### src/hw/rtl/mau_pkg.sv
`timescale 1ns / 1ps
package mau_pkg;
    localparam int OPERAND_BITS_DEF = 64;

    typedef enum logic [2:0] {
        OP_REDUCE = 3'd0,
        OP_ADD    = 3'd1,
        OP_SUB    = 3'd2,
        OP_MUL    = 3'd3,
        OP_EXP    = 3'd4
    } t_opcode;

    typedef enum logic [3:0] {
        ST_IDLE,
        ST_RED_A,
        ST_RED_B,
        ST_SUB_FIX,
        ST_MUL,
        ST_MUL_RED,
        ST_EXP_SCAN,
        ST_EXP_SQ,
        ST_EXP_SQ_RED,
        ST_EXP_ML,
        ST_EXP_ML_RED,
        ST_OUT
    } t_state;

    typedef struct packed {
        logic start;
        logic busy;
        logic done;
    } t_unit_ctl;
endpackage

### src/hw/rtl/mau_if.sv
`timescale 1ns / 1ps
interface mau_in_if #(parameter int W = 64);
    logic         valid;
    logic         ready;
    logic [2:0]   opcode;
    logic [W-1:0] operand_a;
    logic [W-1:0] operand_b;
    logic [W-1:0] modulus;
    modport source (output valid, opcode, operand_a, operand_b, modulus, input ready);
    modport sink   (input valid, opcode, operand_a, operand_b, modulus, output ready);
endinterface

interface mau_out_if #(parameter int W = 64);
    logic         valid;
    logic         ready;
    logic [W-1:0] residue;
    logic         bad_modulus;
    modport source (output valid, residue, bad_modulus, input ready);
    modport sink   (input valid, residue, bad_modulus, output ready);
endinterface

### src/hw/rtl/modular_arithmetic_unit.sv
`timescale 1ns / 1ps
// flow: one item at a time, the next beat is accepted no earlier than the cycle after the result beat;
// the multiplier and the remainder unit are both bit-serial
// reset: synchronous active low, clears the sequencer and returns to idle
module modular_arithmetic_unit import mau_pkg::*; #(
    parameter int OPERAND_BITS = OPERAND_BITS_DEF
) (
    input  logic   i_clk,
    input  logic   i_rst_n,
    mau_in_if.sink    i_in,
    mau_out_if.source o_out
);
    localparam int W  = OPERAND_BITS;
    localparam int BW = $clog2(W);

    t_state          r_state, n_state;
    logic [2:0]      r_op;
    logic [W-1:0]    r_a, r_b, r_m, r_acc, r_base, r_am, r_res;
    logic            r_bad;
    logic [BW-1:0]   r_bit;
    logic            r_seen;

    logic            w_mul_start, w_red_start;
    logic [W-1:0]    w_mx, w_my;
    logic [2*W-1:0]  w_rval, w_prod;
    logic [W-1:0]    w_rem;
    t_unit_ctl       w_mctl, w_rctl;

    logic            r_go_m, r_go_r, n_go_m, n_go_r;
    logic [2*W-1:0]  r_redsrc;
    logic [W:0]      w_sum;

    mau_mul #(.W(W)) u_mul (
        .i_clk(i_clk), .i_rst_n(i_rst_n), .i_start(w_mul_start),
        .i_x(w_mx), .i_y(w_my), .o_ctl(w_mctl), .o_prod(w_prod)
    );
    mau_red #(.W(W)) u_red (
        .i_clk(i_clk), .i_rst_n(i_rst_n), .i_start(w_red_start),
        .i_val(w_rval), .i_mod(r_m), .o_ctl(w_rctl), .o_rem(w_rem)
    );

    logic w_acc;
    assign w_acc = i_in.valid && i_in.ready;
    assign w_sum = {1'b0, i_in.operand_a} + {1'b0, i_in.operand_b};

    // next state
    always_comb begin
        n_state = r_state;
        case (r_state)
            ST_IDLE: begin
                if (w_acc) begin
                    if (i_in.modulus == '0) n_state = ST_OUT;
                    else if (i_in.opcode == OP_MUL) n_state = ST_MUL;
                    else n_state = ST_RED_A;
                end
            end
            ST_RED_A: begin
                if (w_rctl.done) begin
                    if (r_op == OP_SUB) n_state = ST_RED_B;
                    else if (r_op == OP_EXP) n_state = ST_EXP_SCAN;
                    else n_state = ST_OUT;
                end
            end
            ST_RED_B:      if (w_rctl.done) n_state = ST_SUB_FIX;
            ST_SUB_FIX:    n_state = ST_OUT;
            ST_MUL:        if (w_mctl.done) n_state = ST_MUL_RED;
            ST_MUL_RED:    if (w_rctl.done) n_state = ST_OUT;
            ST_EXP_SCAN: begin
                if (r_seen || r_b[r_bit]) n_state = ST_EXP_SQ;
                else if (r_bit == '0) n_state = ST_OUT;
            end
            ST_EXP_SQ:     if (w_mctl.done) n_state = ST_EXP_SQ_RED;
            ST_EXP_SQ_RED: begin
                if (w_rctl.done) begin
                    if (r_b[r_bit]) n_state = ST_EXP_ML;
                    else if (r_bit == '0) n_state = ST_OUT;
                    else n_state = ST_EXP_SQ;
                end
            end
            ST_EXP_ML:     if (w_mctl.done) n_state = ST_EXP_ML_RED;
            ST_EXP_ML_RED: begin
                if (w_rctl.done) begin
                    if (r_bit == '0) n_state = ST_OUT;
                    else n_state = ST_EXP_SQ;
                end
            end
            ST_OUT:        if (o_out.ready) n_state = ST_IDLE;
            default:       n_state = ST_IDLE;
        endcase
    end

    // unit starts, registered so that they are asserted in the first cycle of the state that uses the unit
    always_comb begin
        n_go_m = (r_state == ST_IDLE && w_acc && i_in.modulus != '0 && i_in.opcode == OP_MUL)
              || (r_state == ST_EXP_SCAN && r_b[r_bit])
              || (r_state == ST_EXP_SQ_RED && w_rctl.done && (r_b[r_bit] || r_bit != '0))
              || (r_state == ST_EXP_ML_RED && w_rctl.done && r_bit != '0);
        n_go_r = (r_state == ST_IDLE && w_acc && i_in.modulus != '0 && i_in.opcode != OP_MUL)
              || (r_state == ST_RED_A && w_rctl.done && r_op == OP_SUB)
              || ((r_state == ST_MUL || r_state == ST_EXP_SQ || r_state == ST_EXP_ML)
                  && w_mctl.done);
    end

    // unit control
    always_comb begin
        w_mul_start = r_go_m;
        w_red_start = r_go_r;
        w_mx   = r_acc;
        w_my   = r_acc;
        w_rval = w_prod;
        case (r_state)
            ST_RED_A: w_rval = r_redsrc;
            ST_RED_B: w_rval = {{W{1'b0}}, r_b};
            ST_MUL: begin
                w_mx = r_a;
                w_my = r_b;
            end
            ST_EXP_ML: w_my = r_base;
            default: ;
        endcase
    end

    always_ff @(posedge i_clk) begin
        if (!i_rst_n) begin
            r_state <= ST_IDLE;
            r_go_m  <= 1'b0;
            r_go_r  <= 1'b0;
            r_seen  <= 1'b0;
            r_bad   <= 1'b0;
        end else begin
            r_state <= n_state;
            r_go_m  <= n_go_m;
            r_go_r  <= n_go_r;
            case (r_state)
                ST_IDLE: begin
                    if (w_acc) begin
                        r_op  <= i_in.opcode;
                        r_a   <= i_in.operand_a;
                        r_b   <= i_in.operand_b;
                        r_m   <= i_in.modulus;
                        r_bad <= (i_in.modulus == '0);
                        r_res <= '0;
                        r_seen <= 1'b0;
                        r_bit <= BW'(W - 1);
                        r_redsrc <= (i_in.opcode == OP_ADD) ? {{(W-1){1'b0}}, w_sum}
                                                            : {{W{1'b0}}, i_in.operand_a};
                    end
                end
                ST_RED_A: begin
                    if (w_rctl.done) begin
                        r_am   <= w_rem;
                        r_base <= w_rem;
                        // 1 mod m
                        r_acc  <= (r_m == W'(1)) ? '0 : W'(1);
                        r_res  <= (r_op != OP_EXP) ? w_rem : ((r_m == W'(1)) ? '0 : W'(1));
                    end
                end
                ST_RED_B: begin
                    if (w_rctl.done) r_res <= w_rem;
                end
                ST_SUB_FIX: begin
                    r_res <= (r_am >= r_res) ? W'(r_am - r_res) : W'(r_m - (r_res - r_am));
                end
                ST_MUL_RED: if (w_rctl.done) r_res <= w_rem;
                ST_EXP_SCAN: begin
                    if (r_b[r_bit]) begin
                        r_seen <= 1'b1;
                    end else if (r_bit != '0) begin
                        r_bit <= r_bit - 1'b1;
                    end
                end
                ST_EXP_SQ_RED: begin
                    if (w_rctl.done) begin
                        r_acc <= w_rem;
                        r_res <= w_rem;
                        if (!r_b[r_bit] && r_bit != '0) r_bit <= r_bit - 1'b1;
                    end
                end
                ST_EXP_ML_RED: begin
                    if (w_rctl.done) begin
                        r_acc <= w_rem;
                        r_res <= w_rem;
                        if (r_bit != '0) r_bit <= r_bit - 1'b1;
                    end
                end
                default: ;
            endcase
        end
    end

    assign i_in.ready        = (r_state == ST_IDLE);
    assign o_out.valid       = (r_state == ST_OUT);
    assign o_out.residue     = r_bad ? '0 : r_res;
    assign o_out.bad_modulus = r_bad;

    a_ready_only_idle: assert property (@(posedge i_clk) disable iff (!i_rst_n)
        o_out.valid |-> !i_in.ready)
        else $error("ready while result pending");
    a_bad_zero: assert property (@(posedge i_clk) disable iff (!i_rst_n)
        (o_out.valid && r_bad) |-> (r_m == '0))
        else $error("error flag with nonzero modulus");
    a_res_range: assert property (@(posedge i_clk) disable iff (!i_rst_n)
        (o_out.valid && !r_bad) |-> (r_res < r_m))
        else $error("residue out of range");
endmodule

### src/hw/rtl/mau_mul.sv
`timescale 1ns / 1ps
// shift-add multiplier, one operand bit per cycle
module mau_mul import mau_pkg::*; #(
    parameter int W = OPERAND_BITS_DEF
) (
    input  logic           i_clk,
    input  logic           i_rst_n,
    input  logic           i_start,
    input  logic [W-1:0]   i_x,
    input  logic [W-1:0]   i_y,
    output t_unit_ctl      o_ctl,
    output logic [2*W-1:0] o_prod
);
    localparam int CW = $clog2(W + 1);
    logic [2*W-1:0] r_acc, n_acc;
    logic [2*W-1:0] r_x;
    logic [W-1:0]   r_y;
    logic [CW-1:0]  r_cnt;
    logic           r_busy, r_done;

    always_comb begin
        n_acc = r_acc;
        if (r_y[0]) begin
            n_acc = r_acc + r_x;
        end
    end

    always_ff @(posedge i_clk) begin
        if (!i_rst_n) begin
            r_busy <= 1'b0;
            r_done <= 1'b0;
            r_cnt  <= '0;
        end else begin
            r_done <= 1'b0;
            if (i_start) begin
                r_busy <= 1'b1;
                r_cnt  <= CW'(W);
                r_acc  <= '0;
                r_x    <= {{W{1'b0}}, i_x};
                r_y    <= i_y;
            end else if (r_busy) begin
                r_acc <= n_acc;
                r_x   <= r_x << 1;
                r_y   <= r_y >> 1;
                r_cnt <= r_cnt - 1'b1;
                if (r_cnt == CW'(1)) begin
                    r_busy <= 1'b0;
                    r_done <= 1'b1;
                end
            end
        end
    end

    assign o_ctl  = '{start: i_start, busy: r_busy, done: r_done};
    assign o_prod = r_acc;
endmodule

### src/hw/rtl/mau_red.sv
`timescale 1ns / 1ps
// restoring remainder of a double-width value, one dividend bit per cycle
module mau_red import mau_pkg::*; #(
    parameter int W = OPERAND_BITS_DEF
) (
    input  logic           i_clk,
    input  logic           i_rst_n,
    input  logic           i_start,
    input  logic [2*W-1:0] i_val,
    input  logic [W-1:0]   i_mod,
    output t_unit_ctl      o_ctl,
    output logic [W-1:0]   o_rem
);
    localparam int CW = $clog2(2 * W + 1);
    logic [W-1:0]   r_rem;
    logic [2*W-1:0] r_val;
    logic [W-1:0]   r_mod;
    logic [CW-1:0]  r_cnt;
    logic           r_busy, r_done;
    logic [W:0]     w_sh;
    logic [W-1:0]   n_rem;

    always_comb begin
        w_sh  = {r_rem, r_val[2*W-1]};
        n_rem = w_sh[W-1:0];
        if (w_sh >= {1'b0, r_mod}) begin
            n_rem = W'(w_sh - {1'b0, r_mod});
        end
    end

    always_ff @(posedge i_clk) begin
        if (!i_rst_n) begin
            r_busy <= 1'b0;
            r_done <= 1'b0;
            r_cnt  <= '0;
        end else begin
            r_done <= 1'b0;
            if (i_start) begin
                r_busy <= 1'b1;
                r_cnt  <= CW'(2 * W);
                r_rem  <= '0;
                r_val  <= i_val;
                r_mod  <= i_mod;
            end else if (r_busy) begin
                r_rem <= n_rem;
                r_val <= r_val << 1;
                r_cnt <= r_cnt - 1'b1;
                if (r_cnt == CW'(1)) begin
                    r_busy <= 1'b0;
                    r_done <= 1'b1;
                end
            end
        end
    end

    assign o_ctl = '{start: i_start, busy: r_busy, done: r_done};
    assign o_rem = r_rem;

    a_rem_in_range: assert property (@(posedge i_clk) disable iff (!i_rst_n)
        r_done |-> (r_rem < r_mod))
        else $error("remainder not reduced");
    a_done_after_busy: assert property (@(posedge i_clk) disable iff (!i_rst_n)
        r_done |-> $past(r_busy))
        else $error("done without busy");
endmodule
### src/flat_wrapper.sv
// flat-port wrapper written by rule: the top's interface ports become plain ports
module modular_arithmetic_unit_flat import mau_pkg::*;
#(
    parameter int OPERAND_BITS = OPERAND_BITS_DEF
)
  (i_clk, i_rst_n, i_in_valid, i_in_opcode, i_in_operand_a, i_in_operand_b, i_in_modulus, i_in_ready, o_out_valid, o_out_residue, o_out_bad_modulus, o_out_ready);
  mau_in_if i_in_i ();
  mau_out_if o_out_i ();
  input  logic i_clk;
  input  logic i_rst_n;
  input wire logic [$bits(i_in_i.valid)-1:0] i_in_valid;
  input wire logic [$bits(i_in_i.opcode)-1:0] i_in_opcode;
  input wire logic [$bits(i_in_i.operand_a)-1:0] i_in_operand_a;
  input wire logic [$bits(i_in_i.operand_b)-1:0] i_in_operand_b;
  input wire logic [$bits(i_in_i.modulus)-1:0] i_in_modulus;
  output wire logic [$bits(i_in_i.ready)-1:0] i_in_ready;
  output wire logic [$bits(o_out_i.valid)-1:0] o_out_valid;
  output wire logic [$bits(o_out_i.residue)-1:0] o_out_residue;
  output wire logic [$bits(o_out_i.bad_modulus)-1:0] o_out_bad_modulus;
  input wire logic [$bits(o_out_i.ready)-1:0] o_out_ready;
  assign i_in_i.valid = i_in_valid;
  assign i_in_i.opcode = i_in_opcode;
  assign i_in_i.operand_a = i_in_operand_a;
  assign i_in_i.operand_b = i_in_operand_b;
  assign i_in_i.modulus = i_in_modulus;
  assign i_in_ready = i_in_i.ready;
  assign o_out_valid = o_out_i.valid;
  assign o_out_residue = o_out_i.residue;
  assign o_out_bad_modulus = o_out_i.bad_modulus;
  assign o_out_i.ready = o_out_ready;
  modular_arithmetic_unit #(.OPERAND_BITS(OPERAND_BITS)) u_core (.i_clk(i_clk), .i_rst_n(i_rst_n), .i_in(i_in_i), .o_out(o_out_i));
endmodule
### config.mk
export PLATFORM = sky130hd
export DESIGN_NAME = modular_arithmetic_unit_flat
export DESIGN_NICKNAME = d
export VERILOG_FILES = /design/src/hw/rtl/mau_pkg.sv /design/src/hw/rtl/mau_if.sv /design/src/hw/rtl/modular_arithmetic_unit.sv /design/src/hw/rtl/mau_mul.sv /design/src/hw/rtl/mau_red.sv /design/src/flat_wrapper.sv
export SDC_FILE = /design/constraint.sdc
export NUM_CORES = 2
export LEC_CHECK = 0
export ABC_CLOCK_PERIOD_IN_PS = 40700
export BUFFER_PORTS_ARGS = -buffer_cell sky130_fd_sc_hd__buf_2
export CAP_MARGIN = 20
export CORE_AREA = 2 2 518 365
export CTS_CLUSTER_DIAMETER = 60
export DETAILED_ROUTE_END_ITERATION = 6
export DIE_AREA = 0 0 520 367
export HOLD_SLACK_MARGIN = 0.05
export SKIP_CTS_REPAIR_TIMING = 1
export SLEW_MARGIN = 20
export SYNTH_ARGS = -nofsm -noshare
export SYNTH_HDL_FRONTEND = slang
export SYNTH_SLANG_ARGS = --single-unit
### constraint.sdc
create_clock -name i_clk -period 40.7 [get_ports i_clk]
set_input_delay 12.21 -clock i_clk [delete_from_list [all_inputs] [get_ports i_clk]]
set_output_delay 12.21 -clock i_clk [all_outputs]
set_load 0.05 [all_outputs]
# ---- Word level (Yosys, flattened, before mapping)
# Index checks and enable logic that the tools add are counted.
dict set report totals {
  regBits 1124
  wordCells 202
}
dict set report op_classes {
  order_cmp 3
  reduce_logical 54
  add_sub_neg 9
  mux 67
  n_eq_ne 36
  n_bitwise 3
}
# cell count
set ops {}
lappend ops {{$mux W64} 14}
lappend ops {{$mux W128} 5}
lappend ops {{$pmux W128 S2} 1}
lappend ops {{$pmux W64 S2} 2}
lappend ops {{$pmux W64 S4} 1}
lappend ops {{$sub A64 B64 Y64} 4}
lappend ops {{$add A128 B128 Y128} 1}
lappend ops {{$mux W4} 17}
lappend ops {{$add A64 B64 Y65} 1}
lappend ops {{$ge A65 B64 Y1} 1}
lappend ops {{$eq A64 B1 Y1 const B} 1}
lappend ops {{$ge A64 B64 Y1} 1}
lappend ops {{$logic_not A64 Y1} 1}
lappend ops {{$reduce_bool A64 Y1} 1}
lappend ops {{$pmux W4 S12} 1}
lappend ops {{$mux W6} 6}
lappend ops {{$ne A2 B2 Y1 const B} 12}
lappend ops {{$pmux W6 S4} 1}
lappend ops {{$eq A4 B3 Y1 const B} 4}
lappend ops {{$eq A4 B4 Y1 const B} 4}
lappend ops {{$mux W8} 2}
lappend ops {{$logic_and A1 B1 Y1} 14}
lappend ops {{$mux W7} 2}
lappend ops {{$mux W1} 12}
lappend ops {{other kinds (35)} 63}

# ---- Depth between registers and ports, before layout
dict set report logic_depth {
  ltp_word 8
  ltp_mapped 18
  depth_no_buf 18
}

# ---- Modules after synthesis
# Synthesis repeated with hierarchy kept, for this count alone.
dict set report hier_totals {
  hier_cells 7173
  hier_area_um2 71127.0
}
# mod instances cells_each area_per_inst_um2
set modules_own_cells {}
lappend modules_own_cells {modular_arithmetic_unit 1 3761 34879.7}
lappend modules_own_cells {mau_mul 1 2141 21573.2}
lappend modules_own_cells {mau_red 1 1271 14674.1}

# ---- Worst setup path after synthesis
# No wires, ideal clock.
dict set report synth_path {
  path_type {input to register}
  from {in i_in_valid}
  to {reg u_core.r_a[0], enable pin}
  slack_ps 16594
  n_path_buf 0
  t_required_ps 39815
  cell_stages 2
  arrival_time_ps 23221
  path_cell_list {nand2_1 nor2_1}
}
dict set report synth_between {
  elab_chain_len 2
}
# element line
set synth_rtl {}
lappend synth_rtl {{from (decl)} flat_wrapper.sv:11} ;# input wire logic [$bits(i_in_i.valid)-1:0] i_in_valid;
lappend synth_rtl {{$logic_and A1 B1 Y1} modular_arithmetic_unit.sv:43} ;# assign w_acc = i_in.valid && i_in.ready;
lappend synth_rtl {{$reduce_and A3 Y1 (no line)} n/a}
lappend synth_rtl {{to (signal assigned)} modular_arithmetic_unit.sv:138} ;# r_a <= i_in.operand_a;
lappend synth_rtl {{to (decl)} modular_arithmetic_unit.sv:18} ;# logic [W-1:0] r_a, r_b, r_m, r_acc, r_base, r_am, r_res;
# Every way passes these cells.
# A chain may end at the register's enable or synchronous reset.

# ---- Worst setup path in the final report
dict set report layout_path {
  from {in i_in_operand_b[0]}
  to {reg u_core.r_redsrc[60], data pin}
}
dict set report layout_between {
  elab_chain_len 2
}
# element line
set layout_rtl {}
lappend layout_rtl {{from (decl)} flat_wrapper.sv:14} ;# input wire logic [$bits(i_in_i.operand_b)-1:0] i_in_operand_b;
lappend layout_rtl {{$add A64 B64 Y65} modular_arithmetic_unit.sv:44} ;# assign w_sum = {1'b0, i_in.operand_a} + {1'b0, i_in.operand_b};
lappend layout_rtl {{$mux W64} modular_arithmetic_unit.sv:145} ;# r_redsrc <= (i_in.opcode == OP_ADD) ? {{(W-1){1'b0}}, w_sum}
lappend layout_rtl {{to (signal assigned)} modular_arithmetic_unit.sv:145}
lappend layout_rtl {{to (decl)} modular_arithmetic_unit.sv:30} ;# logic [2*W-1:0] r_redsrc;
# Every way passes these cells.

==> results_dict.tcl <==
set metrics [dict create \
    cts_tree "yes" \
    report.final.hold_viol_count 0 \
    setup-tns-final_ns 0 \
    period_share 0.4076 \
    die_area_um2 190800 \
    maxCapViolations 0 \
    floorplan.initialDensity 0.3670 \
    synth.lib_cells_used.distinct 100 \
    syn_area_per_cell_um2 9.714 \
    timing.critical_path.from_type "input port" \
    setup_viol 0 \
    violations_in_the_final_reports "design-rule violations" \
    finalCriticalPeriod_ns 16.59 \
    regToRegSetupSlack_ns 34.22 \
    maximum_count_of_clock_buffers_along_a_single_path 3 \
    slew-limit-headroom 0.1692 \
    dp_worst_setup_slack_ns 23.57 \
    worst-r2r-cell-count 18 \
    yosys.cell_count.top_type "edfxtp_1" \
    post-route-util 0.4084 \
    gp_congestion 0.9529 \
    ys_dominant_reg_cell "edfxtp_1" \
    dp.cells 9490 \
    grt_remaining_overflow 0 \
    layoutNonFillerInstCount 9723 \
    clock_insertion_delay_at_the_later_pin_of_the_skew_report_ns 0.79 \
    area.sequential_um2 31600 \
    worstPathMaxFanout 4 \
    ys_top_cells_by_area "edfxtp_1 45%, ha_1 7.1%, nor2_1 4.1%" \
    cts.reportedPaths.clkPinSlew_ns 0.07 \
    remaining_drc_errors 34 \
    max_clock_freq_mhz 60.27 \
    worstHoldEndpoint "u_core.o_out.bad_modulus" \
    postSynthRegisterBits 1061 \
    ys_async_sr_fraction 0 \
    routed_via_density 5.756 \
    path_buf_inv 2 \
    first_global_vias 51750 \
    synthCells 7048 \
    io_buffer_count 265 \
    r2r-end "u_core.r_res[60]" \
    final_net_count 7769 \
    grt_setup_unrepaired "false" \
    grt_start_max_net_pins 212 \
    power.density_nw_per_um2 58.74 \
    drt-pass1-iter-count 7 \
    setup_slack_ns 24.11 \
    yosysSeqAreaShare 0.4614 \
    status "finished with violations" \
    row_count 133 \
    synth_top_area_share 0.4535 \
    synth-warning-count 0 \
    fraction_of_layout_cells_with_a_size_suffix_above_1 0.08401 \
    multi_input_area_um2 33500 \
    synth_area_leader_cell "edfxtp_1" \
    hpwl_reported_at_the_end_of_detailed_placement_um 177500 \
    fp.dieH_um 367 \
    die_w_um 520 \
    min-delay-path-class "flop to flop" \
    filler_cell_count 18310 \
    hp-start "u_core.o_out.bad_modulus" \
    core_region_area_um2 186500 \
    ys_top_cells_by_count "1034 x edfxtp_1, 749 x nor2_1, 578 x nand2_1" \
    ctsHtreeMaxLevel 3 \
    grt_use_total 0.2379 \
    max_slew.worst_pin.slew_ns 1.246 \
    timing.critical_path.required_ns 41.23 \
    design.portCount 266 \
    cts.root.buffer_cell "clkbuf_16" \
    grt_first_pass_wirelength_um 344800 \
    cpPeakStageDelay_ns 0.67 \
    synth-edff-count 1034 \
    timing.critical_path.cells "buf_2 -> ha_1 -> inv_1 -> fa_1 -> nor2b_1 -> o31a_1 -> o31ai_1 -> a211oi_1 -> o2111ai_1 -> and3_1 -> o21bai_1 -> a41oi_1 -> o22ai_1 -> nor4_1 -> a311oi_1 -> o21ai_1" \
    ir_worst_vdd_v 0.00004467 \
    whs_path_depth 2 \
    cp.arrival_ns 17.12 \
    route.detailed.wl_per_inst_um 24.06 \
    vias 55970 \
    clock_sinks 1061 \
    clock_buffer_count_from_cts 119 \
    leakage_nw 29.79 \
    cpLargestDelayFamily "compound AO/OA/AOI/OAI gates" \
    drt-total-wl_um 233900 \
    area.growth.synth_to_final_pct 11.28 \
    grt_antenna_before_repair 67 \
    total_power_w 0.004476 \
    detailedRoute.firstIterationViolations 6481 \
    synth_fp_nets 7703 \
    worstSetupEndpointType "flop" \
    drtAntennaViolNets 0 \
    synthesis.area_um2 68460 \
    r2r-start "u_core.r_m[0]" \
    finalMaxSlewViolations 0 \
    timing.setup.critical_path_class "input port to flop" \
    worst_clock_skew_ns 0.05486 \
    worst_path_max_delay_cell "a211oi_1" \
]
-- final cells by class --
| class | instances | share of cell area |
|---|---|---|
| clock inverter | 78 | 0.01145 |
| inverter | 556 | 0.02756 |
| multi-input combinational | 5053 | 0.4397 |
| tap | 2497 | 0.04101 |
| timing repair buffer | 323 | 0.02366 |
| antenna | 13 | 0.0004270 |
| clock buffer | 142 | 0.04145 |
| sequential | 1061 | 0.4147 |
-- worst min-delay path, delay by kind of cell (launching register included) --
family	cells	cell delay (ns)
flops	1	0.32
simple gates	1	0.05
compound gates	1	0.05
-- flip-flops by register name (all words and copies together), names as in the netlist, 7 cells and up --
name and count:
u_core.u_mul.o_prod 128, u_core.u_mul.r_x 128, u_core.u_red.r_val 128, u_core.r_redsrc 65
u_core.r_a 64, u_core.r_acc 64, u_core.r_b 64, u_core.r_base 64
u_core.r_m 64, u_core.r_res 64, u_core.u_mul.r_y 64, u_core.u_red.o_rem 64
u_core.u_red.r_mod 64, u_core.u_red.r_cnt 8, u_core.u_mul.r_cnt 7
-- metrics by stage --
stage | area [um^2] | hold WS (ns)
6_report | 76190 | 0.4584
4_1_cts | 76140 | 0.4557
3_3_place_gp | 72090 | 0.4422
3_5_place_dp | 72110 | 0.4466
2_1_floorplan | 68460 | 0.4264
5_1_grt | 76180 | 0.4852
-- placed cells by master (no fill, tap or decap), types with 24 or more instances in the layout --
| cell | instances |
|---|---|
| nor2_1 | 743 |
| edfxtp_1 | 1034 |
| nand4_1 | 127 |
| nor4_1 | 54 |
| clkbuf_16 | 122 |
| o21bai_1 | 85 |
| inv_1 | 553 |
| xnor2_1 | 221 |
| buf_2 | 265 |
| nand2_1 | 578 |
| o21ai_0 | 417 |
| dfxtp_1 | 24 |
| a211oi_1 | 47 |
| mux2i_1 | 117 |
| buf_4 | 52 |
| nor3_1 | 78 |
| xor2_1 | 154 |
| nand3_1 | 161 |
| a21oi_1 | 552 |
| o21a_1 | 45 |
| nor2b_1 | 109 |
| and3_1 | 30 |
| a21o_1 | 216 |
| fa_1 | 67 |
| and2_1 | 78 |
| nand2b_1 | 40 |
| o211ai_1 | 31 |
| a31oi_1 | 171 |
| o31ai_1 | 27 |
| a22oi_1 | 149 |
| ha_1 | 389 |
-- how the worst max path moves through the flow --
stage | startpoint | end | slack, ns | cells after the start
after floorplan | i_in_valid | u_core.r_a[0] | 16.59 | 2
after global placement | i_in_operand_b[0] | u_core.r_redsrc[60] | 23.50 | 16
after detailed placement | i_in_operand_b[0] | u_core.r_redsrc[60] | 23.57 | 16
after CTS | i_in_operand_b[0] | u_core.r_redsrc[60] | 24.41 | 16
after global routing | i_in_operand_b[0] | u_core.r_redsrc[60] | 24.08 | 16
final | i_in_operand_b[0] | u_core.r_redsrc[60] | 24.11 | 16
-- layer usage --
layer,vias to the layer above,wire [um],global-route usage
li1,25790,-,-
met1,27530,110300,0.3623
met2,2284,96850,0.3372
met3,332,21030,0.05362
met4,24,5613,0.05707
met5,-,150,0
-- logic make-up (layout without fill, tap and decap cells) --
family | Yosys count | in the layout | share of synthesized area
compound gates | 1967 | 1967 | 0.1816
xor+xnor | 375 | 375 | 0.04797
fa+ha+maj | 456 | 456 | 0.09068
buf+inv | 934 | 1099 | 0.05177
flops | 1061 | 1061 | 0.4614
mux | 139 | 139 | 0.02418
other cells | 0 | 13 | 0
simple gates | 2116 | 2116 | 0.1424
-- report_power, final --
group | switching, W | internal, W | total [W] | leakage (nW)
combinational | 0.00122 | 0.000627 | 0.00185 | 18.2
sequential | 0.000108 | 0.00139 | 0.00150 | 9.67
clock | 0.000492 | 0.000641 | 0.00113 | 1.94
total | 0.00182 | 0.00266 | 0.00448 | 29.8
Note: power is estimated with default switching activity, not from simulation.
